### config.mk
export PLATFORM = sky130hd
export DESIGN_NAME = selective_repeat_receiver_top
export DESIGN_NICKNAME = d
export VERILOG_FILES = /design/src/rtl/srr_pkg.sv /design/src/rtl/srr_ctrl.sv /design/src/rtl/srr_dp.sv /design/src/rtl/selective_repeat_receiver_top.sv
export SDC_FILE = /design/constraint.sdc
export NUM_CORES = 1
export LEC_CHECK = 0
export BUFFER_PORTS_ARGS = -buffer_cell sky130_fd_sc_hd__buf_4
export CORE_AREA = 2 2 223 225
export DETAILED_ROUTE_END_ITERATION = 12
export DIE_AREA = 0 0 225 227
export PLACE_DENSITY = 0.75
export SETUP_SLACK_MARGIN = 0.4
export SKIP_CTS_REPAIR_TIMING = 1
export SLEW_MARGIN = 40
export SYNTH_ARGS = -nofsm -noshare
export SYNTH_HDL_FRONTEND = slang
export SYNTH_SLANG_ARGS = --single-unit
### constraint.sdc
create_clock -name clk -period 5.55 [get_ports clk]
set_input_delay 0.555 -clock clk [delete_from_list [all_inputs] [get_ports clk]]
set_output_delay 0.555 -clock clk [all_outputs]
set_load 0.005 [all_outputs]
### src/rtl/srr_pkg.sv
package srr_pkg;

    // Defaults of the top-level parameters.
    localparam int WINDOW_SLOTS_DEF = 8;
    localparam int SEQ_BITS_DEF     = 16;
    localparam int MAX_PAYLOAD_DEF  = 1024;

    // Fixed field widths of the ports.
    localparam int SEQ_W   = 16;
    localparam int REF_W   = 32;
    localparam int LEN_W   = 11;
    localparam int KIND_W  = 2;
    localparam int BYTES_W = 32;

    // Result kinds as they appear on the kind port.
    typedef enum logic [KIND_W-1:0] {
        KIND_ACK     = 2'd0,
        KIND_DELIVER = 2'd1,
        KIND_REJECT  = 2'd2
    } kind_t;

    // Source of a result that the controller asks the datapath to emit.
    typedef enum logic [1:0] {
        SRC_CUR_DELIVER  = 2'd0,
        SRC_ACK          = 2'd1,
        SRC_REJECT       = 2'd2,
        SRC_SLOT_DELIVER = 2'd3
    } emit_src_t;

    typedef struct packed {
        logic      load;
        logic      emit;
        emit_src_t src;
        logic      advance;
        logic      store;
        logic      last;
    } cmd_t;

    typedef struct packed {
        logic is_exp;
        logic in_win;
        logic behind;
        logic slot1_full;
        logic out_free;
    } status_t;

endpackage

### src/rtl/srr_ctrl.sv
module srr_ctrl (
    input  logic            clk,
    input  logic            rst_n,
    input  logic            in_valid,
    output logic            in_stall,
    input  srr_pkg::status_t status,
    output srr_pkg::cmd_t    cmd
);

    typedef enum logic [1:0] {
        ST_IDLE,
        ST_DISPATCH,
        ST_ACK_EXP,
        ST_DRAIN
    } state_t;

    state_t state_reg;
    state_t state_next;

    assign in_stall = (state_reg != ST_IDLE);

    always_comb
    begin
        cmd         = '0;
        cmd.src     = srr_pkg::SRC_ACK;
        state_next  = state_reg;
        unique case (state_reg)
            ST_IDLE:
            begin
                if (in_valid)
                begin
                    cmd.load   = 1'b1;
                    state_next = ST_DISPATCH;
                end
            end
            ST_DISPATCH:
            begin
                if (status.out_free)
                begin
                    cmd.emit = 1'b1;
                    if (status.is_exp)
                    begin
                        cmd.src    = srr_pkg::SRC_CUR_DELIVER;
                        state_next = ST_ACK_EXP;
                    end
                    else if (status.in_win)
                    begin
                        cmd.src    = srr_pkg::SRC_ACK;
                        cmd.store  = 1'b1;
                        cmd.last   = 1'b1;
                        state_next = ST_IDLE;
                    end
                    else if (status.behind)
                    begin
                        cmd.src    = srr_pkg::SRC_ACK;
                        cmd.last   = 1'b1;
                        state_next = ST_IDLE;
                    end
                    else
                    begin
                        cmd.src    = srr_pkg::SRC_REJECT;
                        cmd.last   = 1'b1;
                        state_next = ST_IDLE;
                    end
                end
            end
            ST_ACK_EXP:
            begin
                if (status.out_free)
                begin
                    cmd.emit    = 1'b1;
                    cmd.src     = srr_pkg::SRC_ACK;
                    cmd.advance = 1'b1;
                    cmd.last    = !status.slot1_full;
                    state_next  = status.slot1_full ? ST_DRAIN : ST_IDLE;
                end
            end
            ST_DRAIN:
            begin
                if (status.out_free)
                begin
                    cmd.emit    = 1'b1;
                    cmd.src     = srr_pkg::SRC_SLOT_DELIVER;
                    cmd.advance = 1'b1;
                    cmd.last    = !status.slot1_full;
                    state_next  = status.slot1_full ? ST_DRAIN : ST_IDLE;
                end
            end
            default:
            begin
                state_next = ST_IDLE;
            end
        endcase
    end

    always_ff @(posedge clk or negedge rst_n)
    begin
        if (!rst_n)
        begin
            state_reg <= ST_IDLE;
        end
        else
        begin
            state_reg <= state_next;
        end
    end

    // The final result of a packet always hands control back to the input side.
    assert property (@(posedge clk) disable iff (!rst_n)
        (cmd.emit && cmd.last) |=> (state_reg == ST_IDLE))
        else $error("last result did not return the controller to idle");

    // A result is only produced when the output register can take it.
    assert property (@(posedge clk) disable iff (!rst_n)
        cmd.emit |-> status.out_free)
        else $error("result emitted while output register is occupied");

    // A packet is captured only at an edge where the input channel accepts it.
    assert property (@(posedge clk) disable iff (!rst_n)
        cmd.load |-> (in_valid && !in_stall))
        else $error("packet captured without an input handshake");

endmodule

### src/rtl/srr_dp.sv
module srr_dp #(
    parameter int WINDOW_SLOTS = srr_pkg::WINDOW_SLOTS_DEF,
    parameter int SEQ_BITS     = srr_pkg::SEQ_BITS_DEF,
    parameter int MAX_PAYLOAD  = srr_pkg::MAX_PAYLOAD_DEF
) (
    input  logic                          clk,
    input  logic                          rst_n,
    input  logic                          cfg_we,
    input  logic [srr_pkg::BYTES_W-1:0]   cfg_data,
    input  logic [srr_pkg::SEQ_W-1:0]     packet_seq,
    input  logic [srr_pkg::REF_W-1:0]     payload_ref,
    input  logic [srr_pkg::LEN_W-1:0]     payload_len,
    input  srr_pkg::cmd_t                 cmd,
    output srr_pkg::status_t              status,
    output logic                          out_valid,
    input  logic                          out_stall,
    output logic [srr_pkg::KIND_W-1:0]    kind,
    output logic [srr_pkg::SEQ_W-1:0]     out_seq,
    output logic [srr_pkg::REF_W-1:0]     out_ref,
    output logic [srr_pkg::LEN_W-1:0]     out_len,
    output logic [srr_pkg::BYTES_W-1:0]   bytes_so_far,
    output logic                          transfer_done,
    output logic                          last
);

    localparam int SLOT_IW = (WINDOW_SLOTS > 1) ? $clog2(WINDOW_SLOTS) : 1;
    localparam int LEN_W   = srr_pkg::LEN_W;
    localparam int REF_W   = srr_pkg::REF_W;
    localparam int BYTES_W = srr_pkg::BYTES_W;

    // Configuration and running state.
    logic [BYTES_W-1:0]      expected_total_reg;
    logic [BYTES_W-1:0]      delivered_reg;
    logic [SEQ_BITS-1:0]     next_exp_reg;
    logic [WINDOW_SLOTS-1:0] slot_full_reg;
    logic [REF_W-1:0]        slot_ref_reg [WINDOW_SLOTS];
    logic [LEN_W-1:0]        slot_len_reg [WINDOW_SLOTS];

    // Current packet.
    logic [SEQ_BITS-1:0]     seq_reg;
    logic [SEQ_BITS-1:0]     off_reg;
    logic [REF_W-1:0]        ref_reg;
    logic [LEN_W-1:0]        len_reg;

    // Output register.
    logic                    out_valid_reg;
    srr_pkg::kind_t          kind_reg;
    logic [SEQ_BITS-1:0]     out_seq_reg;
    logic [REF_W-1:0]        out_ref_reg;
    logic [LEN_W-1:0]        out_len_reg;
    logic [BYTES_W-1:0]      bytes_reg;
    logic                    done_reg;
    logic                    last_reg;

    logic [SEQ_BITS-1:0]     seq_in;
    logic [LEN_W-1:0]        len_clamped;
    logic [SEQ_BITS-1:0]     off_neg;
    logic [SLOT_IW-1:0]      off_idx;
    logic [WINDOW_SLOTS:0]   full_ext;
    logic                    store_en;

    srr_pkg::kind_t          kind_next;
    logic [SEQ_BITS-1:0]     seq_next;
    logic [REF_W-1:0]        ref_next;
    logic [LEN_W-1:0]        len_next;
    logic [BYTES_W:0]        sum_next;
    logic [BYTES_W-1:0]      bytes_next;

    assign seq_in      = SEQ_BITS'(packet_seq);
    assign len_clamped = (32'(payload_len) > 32'(MAX_PAYLOAD)) ?
                         LEN_W'(MAX_PAYLOAD) : payload_len;

    // Window classification from the registered offset.
    assign off_neg  = SEQ_BITS'(0) - off_reg;
    assign off_idx  = off_reg[SLOT_IW-1:0];
    assign full_ext = {1'b0, slot_full_reg};
    assign store_en = cmd.store && !slot_full_reg[off_idx];

    assign status.is_exp     = (off_reg == '0);
    assign status.in_win     = (off_reg < SEQ_BITS'(WINDOW_SLOTS));
    assign status.behind     = (off_neg <= SEQ_BITS'(WINDOW_SLOTS));
    assign status.slot1_full = full_ext[1];
    assign status.out_free   = !out_valid_reg || !out_stall;

    always_comb
    begin
        kind_next = srr_pkg::KIND_ACK;
        seq_next  = seq_reg;
        ref_next  = '0;
        len_next  = '0;
        case (cmd.src)
            srr_pkg::SRC_CUR_DELIVER:
            begin
                kind_next = srr_pkg::KIND_DELIVER;
                ref_next  = ref_reg;
                len_next  = len_reg;
            end
            srr_pkg::SRC_SLOT_DELIVER:
            begin
                kind_next = srr_pkg::KIND_DELIVER;
                seq_next  = next_exp_reg;
                ref_next  = slot_ref_reg[0];
                len_next  = slot_len_reg[0];
            end
            srr_pkg::SRC_REJECT:
            begin
                kind_next = srr_pkg::KIND_REJECT;
            end
            default:
            begin
                kind_next = srr_pkg::KIND_ACK;
            end
        endcase
        sum_next   = {1'b0, delivered_reg} + (BYTES_W + 1)'(len_next);
        bytes_next = sum_next[BYTES_W] ? '1 : sum_next[BYTES_W-1:0];
    end

    always_ff @(posedge clk or negedge rst_n)
    begin
        if (!rst_n)
        begin
            expected_total_reg <= '0;
            delivered_reg      <= '0;
            next_exp_reg       <= SEQ_BITS'(1);
            slot_full_reg      <= '0;
            out_valid_reg      <= 1'b0;
        end
        else
        begin
            if (cfg_we)
            begin
                expected_total_reg <= cfg_data;
            end
            if (cmd.emit)
            begin
                out_valid_reg <= 1'b1;
                delivered_reg <= bytes_next;
            end
            else if (!out_stall)
            begin
                out_valid_reg <= 1'b0;
            end
            if (cmd.advance)
            begin
                next_exp_reg  <= next_exp_reg + SEQ_BITS'(1);
                slot_full_reg <= full_ext[WINDOW_SLOTS:1];
            end
            else if (store_en)
            begin
                slot_full_reg[off_idx] <= 1'b1;
            end
        end
    end

    always_ff @(posedge clk)
    begin
        if (cmd.load)
        begin
            seq_reg <= seq_in;
            off_reg <= seq_in - next_exp_reg;
            ref_reg <= payload_ref;
            len_reg <= len_clamped;
        end
        if (cmd.advance)
        begin
            for (int i = 0; i + 1 < WINDOW_SLOTS; i++)
            begin
                slot_ref_reg[i] <= slot_ref_reg[i + 1];
                slot_len_reg[i] <= slot_len_reg[i + 1];
            end
        end
        else if (store_en)
        begin
            slot_ref_reg[off_idx] <= ref_reg;
            slot_len_reg[off_idx] <= len_reg;
        end
        if (cmd.emit)
        begin
            kind_reg    <= kind_next;
            out_seq_reg <= seq_next;
            out_ref_reg <= ref_next;
            out_len_reg <= len_next;
            bytes_reg   <= bytes_next;
            done_reg    <= (bytes_next >= expected_total_reg);
            last_reg    <= cmd.last;
        end
    end

    assign out_valid     = out_valid_reg;
    assign kind          = kind_reg;
    assign out_seq       = srr_pkg::SEQ_W'(out_seq_reg);
    assign out_ref       = out_ref_reg;
    assign out_len       = out_len_reg;
    assign bytes_so_far  = bytes_reg;
    assign transfer_done = done_reg;
    assign last          = last_reg;

    // Buffering only targets a slot strictly ahead of the expected number.
    assert property (@(posedge clk) disable iff (!rst_n)
        cmd.store |-> (off_reg != '0) && status.in_win)
        else $error("store outside the buffered part of the window");

    // Draining only reads the head slot when it actually holds a packet.
    assert property (@(posedge clk) disable iff (!rst_n)
        (cmd.emit && cmd.src == srr_pkg::SRC_SLOT_DELIVER) |-> slot_full_reg[0])
        else $error("drain from an empty head slot");

    // The delivered byte count never goes backward.
    assert property (@(posedge clk) disable iff (!rst_n)
        ##1 (delivered_reg >= $past(delivered_reg)))
        else $error("delivered byte count decreased");

endmodule

### src/rtl/selective_repeat_receiver_top.sv
// An accepted item is held in the current-packet register; its first result goes to the
// output register once that is free. Out-of-order, behind-window and rejected items give
// one result each, the expected item a delivery, an ack and one delivery per released
// buffered item; the single output register takes one result per cycle while it is free.
// Reset (rst_n, asynchronous, active low) clears the window, byte count and size register.
module selective_repeat_receiver_top #(
    parameter int WINDOW_SLOTS = srr_pkg::WINDOW_SLOTS_DEF,
    parameter int SEQ_BITS     = srr_pkg::SEQ_BITS_DEF,
    parameter int MAX_PAYLOAD  = srr_pkg::MAX_PAYLOAD_DEF
) (
    input  logic                          clk,
    input  logic                          rst_n,
    // Configuration: the announced transfer size in bytes.
    input  logic                          cfg_we,
    input  logic [srr_pkg::BYTES_W-1:0]   cfg_data,
    // Input channel: one data packet per item.
    input  logic                          in_valid,
    output logic                          in_stall,
    input  logic [srr_pkg::SEQ_W-1:0]     packet_seq,
    input  logic [srr_pkg::REF_W-1:0]     payload_ref,
    input  logic [srr_pkg::LEN_W-1:0]     payload_len,
    // Output channel: acknowledgements, deliveries and rejections.
    output logic                          out_valid,
    input  logic                          out_stall,
    output logic [srr_pkg::KIND_W-1:0]    kind,
    output logic [srr_pkg::SEQ_W-1:0]     out_seq,
    output logic [srr_pkg::REF_W-1:0]     out_ref,
    output logic [srr_pkg::LEN_W-1:0]     out_len,
    output logic [srr_pkg::BYTES_W-1:0]   bytes_so_far,
    output logic                          transfer_done,
    output logic                          last
);

    // The controller sequences each item: it captures the packet, then emits
    // one result per cycle whenever the output register is free. For the
    // expected packet it emits the delivery, the acknowledgement (advancing
    // the window), and then drains contiguous buffered packets from the head
    // slot, one per cycle, until the next slot is empty.
    srr_pkg::cmd_t    cmd;
    srr_pkg::status_t status;

    srr_ctrl u_ctrl (
        .clk      (clk),
        .rst_n    (rst_n),
        .in_valid (in_valid),
        .in_stall (in_stall),
        .status   (status),
        .cmd      (cmd)
    );

    // The datapath holds the window as a shift line of slots, the running
    // byte total with saturation, and the output register. An accepted item
    // is held in its own register, so the next item can be taken while the
    // last result of the previous one still waits at the output.
    srr_dp #(
        .WINDOW_SLOTS (WINDOW_SLOTS),
        .SEQ_BITS     (SEQ_BITS),
        .MAX_PAYLOAD  (MAX_PAYLOAD)
    ) u_dp (
        .clk           (clk),
        .rst_n         (rst_n),
        .cfg_we        (cfg_we),
        .cfg_data      (cfg_data),
        .packet_seq    (packet_seq),
        .payload_ref   (payload_ref),
        .payload_len   (payload_len),
        .cmd           (cmd),
        .status        (status),
        .out_valid     (out_valid),
        .out_stall     (out_stall),
        .kind          (kind),
        .out_seq       (out_seq),
        .out_ref       (out_ref),
        .out_len       (out_len),
        .bytes_so_far  (bytes_so_far),
        .transfer_done (transfer_done),
        .last          (last)
    );

endmodule

* Word-level counts from Yosys, hierarchy flattened
Memory sizes are Yosys's and may differ from the RTL's.
Index checks and enable logic that the tools add are counted.
** Operators by class
- Shift-type cells :: 0
- $mul :: 0
- Bitwise operators :: 1
- Order comparisons :: 6
- Reductions and logical operators :: 17
- Equal/unequal tests :: 9
- Div/mod/pow operators :: 0
- Muxes and demuxes :: 46
- $add $sub $neg :: 4
** Operator list (count)
- 32-bit two-way mux :: 2
- 32-bit case mux with 2 select lines :: 1
- 32-bit by 11-bit adder with 33-bit output :: 1
- 32-bit >= comparator :: 1
- 32-bit OR reduction :: 1
- 11-bit case mux with 2 select lines :: 1
- 2-bit two-way mux :: 10
- 16-bit by 1-bit adder with 16-bit output, second input constant :: 1
- 16-bit by 4-bit less-or-equal comparator with 1-bit output, second input constant :: 1
- 16-bit zero test :: 1
- 16-bit by 4-bit less-than comparator with 1-bit output, second input constant :: 1
- 1-bit two-way mux :: 16
- 16-bit two-way mux :: 1
- 8-bit two-way mux :: 2
- 1-bit by 16-bit subtractor with 16-bit output, first input constant :: 1
- 16-bit subtractor :: 1
- 11-bit > comparator, second input constant :: 1
- 11-bit two-way mux :: 1
- 11-bit OR reduction :: 1
- 3-bit two-way mux :: 3
- 3-bit case mux with 3 select lines :: 1
- 2-bit equality test, second input constant :: 4
- 4-bit two-way mux :: 2
- 8-bit bitwise OR :: 1
- other kinds (17) :: 27
** Storage, ports and cells
- ROM bits :: 0
- Bits of input ports :: 96
- Output and inout bits :: 97
- Memories :: 2
- Bits in latches :: 0
- Register bits :: 261
- Bits in writable memories :: 344
** Memory list
- u_dp.slot_ref_reg :: depth 8, width 32, read ports 8, clocked after Yosys merged registers in 0, write ports 7, line srr_dp.sv:36 : logic [REF_W-1:0] slot_ref_reg [WINDOW_SLOTS];
- u_dp.slot_len_reg :: depth 8, width 11, read ports 8, clocked after Yosys merged registers in 0, write ports 7, line srr_dp.sv:37 : logic [LEN_W-1:0] slot_len_reg [WINDOW_SLOTS];

* Depth between registers and ports, before layout
- Depth after elaboration :: 12
- Mapped depth :: 30

* Hierarchy
A second synthesis with hierarchy kept.
** Second synthesis, totals
- Cell total of the unflattened synthesis :: 1762
- Area total of the unflattened synthesis :: 26435.4 um^2
** By module, submodules not included
- srr_dp :: area each 26267.7 um^2, times used 1, cells an instance 1741
- srr_ctrl :: area each 167.7 um^2, times used 1, cells an instance 21

* Worst setup path before layout
Ideal clock, no wire load.
- Path kind :: flip-flop to flip-flop
- From :: reg u_dp.off_reg[15]
- To :: reg u_dp.done_reg, in the netlist u_dp.transfer_done, data pin
- Cell stages (with the launch flop) :: 27
- Buffers on the path :: 3
- Setup time :: 0.254 ns
- Slack :: -0.297 ns
- Arrival time :: 5.593 ns
- Period minus slack after synthesis :: 5.847 ns
- Data required time :: 5.296 ns
- Cell sequence :: edfxtp_1 > nor4_1 > nand4_1 > nor4_1 > o21ai_0 > ha_1 > clkbuf_1 > buf_1 > clkbuf_1 > a22oi_1 > nor2_1 > ha_1 > o21ai_0 > nor3_1 > o21ai_0 > a21boi_1 > nand2_1 > nor4_1 > mux2_2 > ha_1 > a21o_1 > a21o_1 > a21oi_1 > nor2_1 > a2111oi_0 > o21ai_0 > a21o_1
** On the way
- Word-level cells in the longest chain between the ends :: 12
** RTL lines
- start, declared :: line srr_dp.sv:41 : logic [SEQ_BITS-1:0] off_reg;
- start signal, assigned :: line srr_dp.sv:160 : off_reg <= seq_in - next_exp_reg;
- 1-bit by 16-bit subtractor with 16-bit output :: line srr_dp.sv:74 : assign off_neg = SEQ_BITS'(0) - off_reg;
- 16-bit by 4-bit less-or-equal comparator with 1-bit output :: line srr_dp.sv:81 : assign status.behind = (off_neg <= SEQ_BITS'(WINDOW_SLOTS));
- 2-bit two-way mux :: line srr_ctrl.sv:53 : else if (status.behind)
- 2-bit two-way mux :: line srr_ctrl.sv:46 : else if (status.in_win)
- 2-bit two-way mux * :: line srr_ctrl.sv:41 : if (status.is_exp)
- 3-bit two-way mux * :: line srr_ctrl.sv:38 : if (status.out_free)
- 3-bit case mux with 3 select lines * :: line srr_ctrl.sv:27 : unique case (state_reg)
- 2-bit equality test / 2-bit zero test (equally long branches) :: line srr_dp.sv:91 : case (cmd.src)
- 11-bit case mux with 2 select lines * :: line srr_dp.sv:91
- net u_dp.len_next[3] :: line srr_dp.sv:65 : logic [LEN_W-1:0] len_next;
- 32-bit by 11-bit adder with 33-bit output * :: line srr_dp.sv:114 : sum_next = {1'b0, delivered_reg} + (BYTES_W + 1)'(len_next);
- 32-bit two-way mux * :: line srr_dp.sv:115 : bytes_next = sum_next[BYTES_W] ? '1 : sum_next[BYTES_W-1:0];
- net u_dp.bytes_next[25] :: line srr_dp.sv:67 : logic [BYTES_W-1:0] bytes_next;
- 32-bit >= comparator * :: line srr_dp.sv:184 : done_reg <= (bytes_next >= expected_total_reg);
- end signal, assigned :: line srr_dp.sv:184
- end, declared :: line srr_dp.sv:52 : logic done_reg;
The timed path passes the listed nets; every way through them passes the cells marked *.
A chain may end at the register's enable or synchronous reset.

* Worst setup path after layout
- From :: reg u_dp.off_reg[12]
- To :: reg u_dp.done_reg, in the netlist u_dp.transfer_done, data pin
The elaborated chain is that of the path after synthesis.

==> impl_results.md <==
- Status: complete, but fails checks
- Failing checks: negative setup slack
- Dominant synthesized flop cell: edfxtp_1
- Max-slew violation count: 0
- Worst-Margin Slew: 0.800 ns
- Seq pwr share: 49.0%
- Syn Std Cell Area: 0.0259 mm^2
- Commonest cells in the netlist: edfxtp_1, mux2_2, nand2_1
- R2R Path End: u_dp.transfer_done$_DFFE_PP_
- Seq/Total Area, Yosys: 68.3%
- Die width: 225 um
- Max-slew headroom: 46.7%
- EDFF count, synth: 514
- CTS Root Cell: clkbuf_16
- Int Power: 0.00823 W
- Worst clock skew: 0.0247 ns
- Switch share: 24.7%
- Num rows: 81
- Period utilization: 100%
- Fin crit period: 5.55 ns
- Largest area contributor in the netlist: edfxtp_1
- Clock-pin slew on the worst setup and hold paths: 0.06 ns
- Worst skew pair latency: 0.62 ns
- Share of cells above drive strength 1: 35.0%
- Arrival time worst endpoint: 5.93 ns
- CTS tree: built
- Clock sinks: 605
- Yosys cell types: 61
- GPL Wtd Cong: 0.861
- CTS Buffer Depth: 3
- Initial core utilization: 53.4%
- Max Clk Rate: 0.180 GHz
- Final Routed Wirelength: 53.8 mm
- CP required: 5.92 ns
- Max VDD drop: 0.247 mV
- P_sw: 0.00270 W
- Critical path launch point type: register
- Die area: 0.0511 mm^2
- Core Box Area: 0.0485 mm^2
- Vias: 14800
- Final Setup Violations: 1
- Hold Vio Cnt, Final: 0
- Mean Syn Cell Area: 14.9 um^2
- RSZ-0062 raised after global routing: true
- Yosys warning count: 0
- Htree depth: 2
- I/O pin cnt: 193
- R2R depth: 27
- Vias per cell: 5.65
- Combinational fraction of design power: 13.7%
- Register bit total from synthesis: 605
- Hold Path End: u_dp.ref_reg[28]$_DFFE_PP_
- Critical Path End Type: register
- First-pass GRT wire length: 83.2 mm
- Area contributors post-synth: edfxtp_1, mux2_2, dfrtp_1
- Drt first pass iters: 5
- Crit Path Max Fanout: 4
- Max FFs per register: 256
- R2R setup slack: -0.005 ns
- Min-delay src: payload_ref[28]
- Ys async rst share: 15.0%
- Global route overflow: 0
- Syn Inst Count: 1740
- Antenna cells: 0
- Initial DRC Count: 990
- Crit path kind: reg2reg
- Layout area overhead: 17.3%
- Synthesized Nets: 1900
- Fillcell total: 3557
- DP HPWL: 34.8 mm
- Final ANT Viol Nets: 0
- Reg area: 0.0177 mm^2
- Clock share of power: 37.3%
- Hold path cells: 1
- Dominant cell by count in the synthesized netlist: edfxtp_1
- Pleak: 11.5 nW
- All-Layer GR Usage: 21.1%
- Initial antenna violation count: 0
- Post-layout util: 62.7%
- Reg2Reg Launch Point: u_dp.off_reg[12]$_DFFE_PP_
- Yosys top cell area share: 59.5%
- Nets: 2102
- Hold WC Path Type: in2reg
- Inserted Clock Buffers: 59
- Fin Setup TNS: -0.00463 ns
- Input/output buffers: 192
- Setup slack after layout: -0.00463 ns
- Post-place setup slack: -0.119 ns
- Routed length per placed instance: 20.6 um
- Pwr Total: 0.0109 W
- Die Span Y: 227 um
- Pwr Density: 359 mW/mm^2
- Drt drc: 0
- Area of the multi-input gates: 0.00774 mm^2
- Vias in the first global route: 15000
- Largest net degree at the start of global routing: 67
- Max-cap violations: 0
==> routing by layer <==
metal | global-route usage, % | routed length (um)
met5 | 0 | 0
met2 | 35.4 | 26000
met4 | 6.41 | 1280
met1 | 28.6 | 23700
met3 | 3.45 | 2770
==> worst max-delay path by stage <==
stage                     cells after the start                            to                       start  slack (ns)
after CTS                                    26  u_dp.transfer_done$_DFFE_PP_  u_dp.off_reg[15]$_DFFE_PP_       -0.11
final                                        27  u_dp.transfer_done$_DFFE_PP_  u_dp.off_reg[12]$_DFFE_PP_      -0.005
after detailed placement                     26  u_dp.transfer_done$_DFFE_PP_  u_dp.off_reg[15]$_DFFE_PP_       -0.12
after global placement                       24  u_dp.transfer_done$_DFFE_PP_  u_dp.off_reg[15]$_DFFE_PP_        0.13
after floorplan                              26  u_dp.transfer_done$_DFFE_PP_   u_dp.off_reg[3]$_DFFE_PP_        0.37
after global routing                         26  u_dp.transfer_done$_DFFE_PP_  u_dp.off_reg[12]$_DFFE_PP_       -0.32
==> kinds of logic (layout without fill, tap and decap cells) <==
group                      after synthesis  in the layout  synth area share, %
DFF                                    605            605                 68.3
and+or+nand+nor                        332            332                 6.04
muxes                                  295            295                 12.8
AOI/OAI and AO/OA                      219            219                 5.40
buffers and inverters                  180            432                 2.78
adders and majority gates               64             64                 3.15
xor gates and xnor gates                45             45                 1.52
==> cell usage in the layout, fill, tap and decap left out, types with 20 or more instances in the layout <==
cell type  synthesis  layout
nand3_1           24      24
edfxtp_1         514     514
clkbuf_16          0      61
mux2_2           293     293
a21o_1            20      20
ha_1              62      57
o21ai_0           51      45
a21oi_1           44      39
nand4_1           21      21
dfrtp_1           90      90
a31oi_1           24      24
a22oi_1           43      41
nand2_1          111     101
inv_1             65      63
nor2_1            86      83
xnor2_1           31      31
buf_4              3     248
==> through the flow <==
| step | instance area, um^2 | cells | hold slack [ns] |
|---|---|---|---|
| floorplan | 26100 | 1740 | 0.259 |
| finish | 30400 | 2614 | 0.112 |
| detailed placement | 28200 | 2487 | 0.405 |
| global route | 30400 | 2614 | 0.0841 |
| CTS | 30200 | 2598 | -0.156 |
| global placement | 28100 | 2485 | 0.401 |
==> power by group through the flow <==
stage          clock (W)  combinational (W)  sequential, W
3_5_place_dp           0            0.00142        0.00545
2_1_floorplan          0           0.000831        0.00541
6_report         0.00407            0.00150        0.00536
3_3_place_gp           0            0.00136        0.00545
5_1_grt          0.00431            0.00166        0.00538
4_1_cts          0.00414            0.00142        0.00536
==> layout make-up <==
| cell class | count | share of cell area, % |
|---|---|---|
| Clock inverter | 36 | 1.20 |
| Sequential cell | 605 | 58.2 |
| Multi-Input combinational cell | 955 | 25.4 |
| Tap cell | 622 | 2.56 |
| Clock buffer | 75 | 5.29 |
| Timing Repair Buffer | 255 | 6.46 |
| Inverter | 66 | 0.831 |
==> worst max-delay path, cell delays in order, from the launching register on <==
cell	delay [ns]
edfxtp_1	0.39
nor4_2	0.34
nand4_1	0.26
buf_4	0.21
o31a_1	0.12
nor2_1	0.11
or2_4	0.14
inv_1	0.05
ha_2	0.30
nor2_2	0.14
ha_2	0.22
inv_2	0.05
fa_2	0.37
nand2b_4	0.16
a211oi_4	0.24
o211ai_1	0.20
buf_4	0.19
a211oi_4	0.27
nand4_1	0.19
xnor2_1	0.28
nand2_2	0.14
ha_4	0.24
a21o_1	0.16
a21oi_2	0.11
o21ai_1	0.07
a21oi_1	0.12
o21ai_1	0.08
a21o_1	0.15
Power figures use the tool's default switching activity.
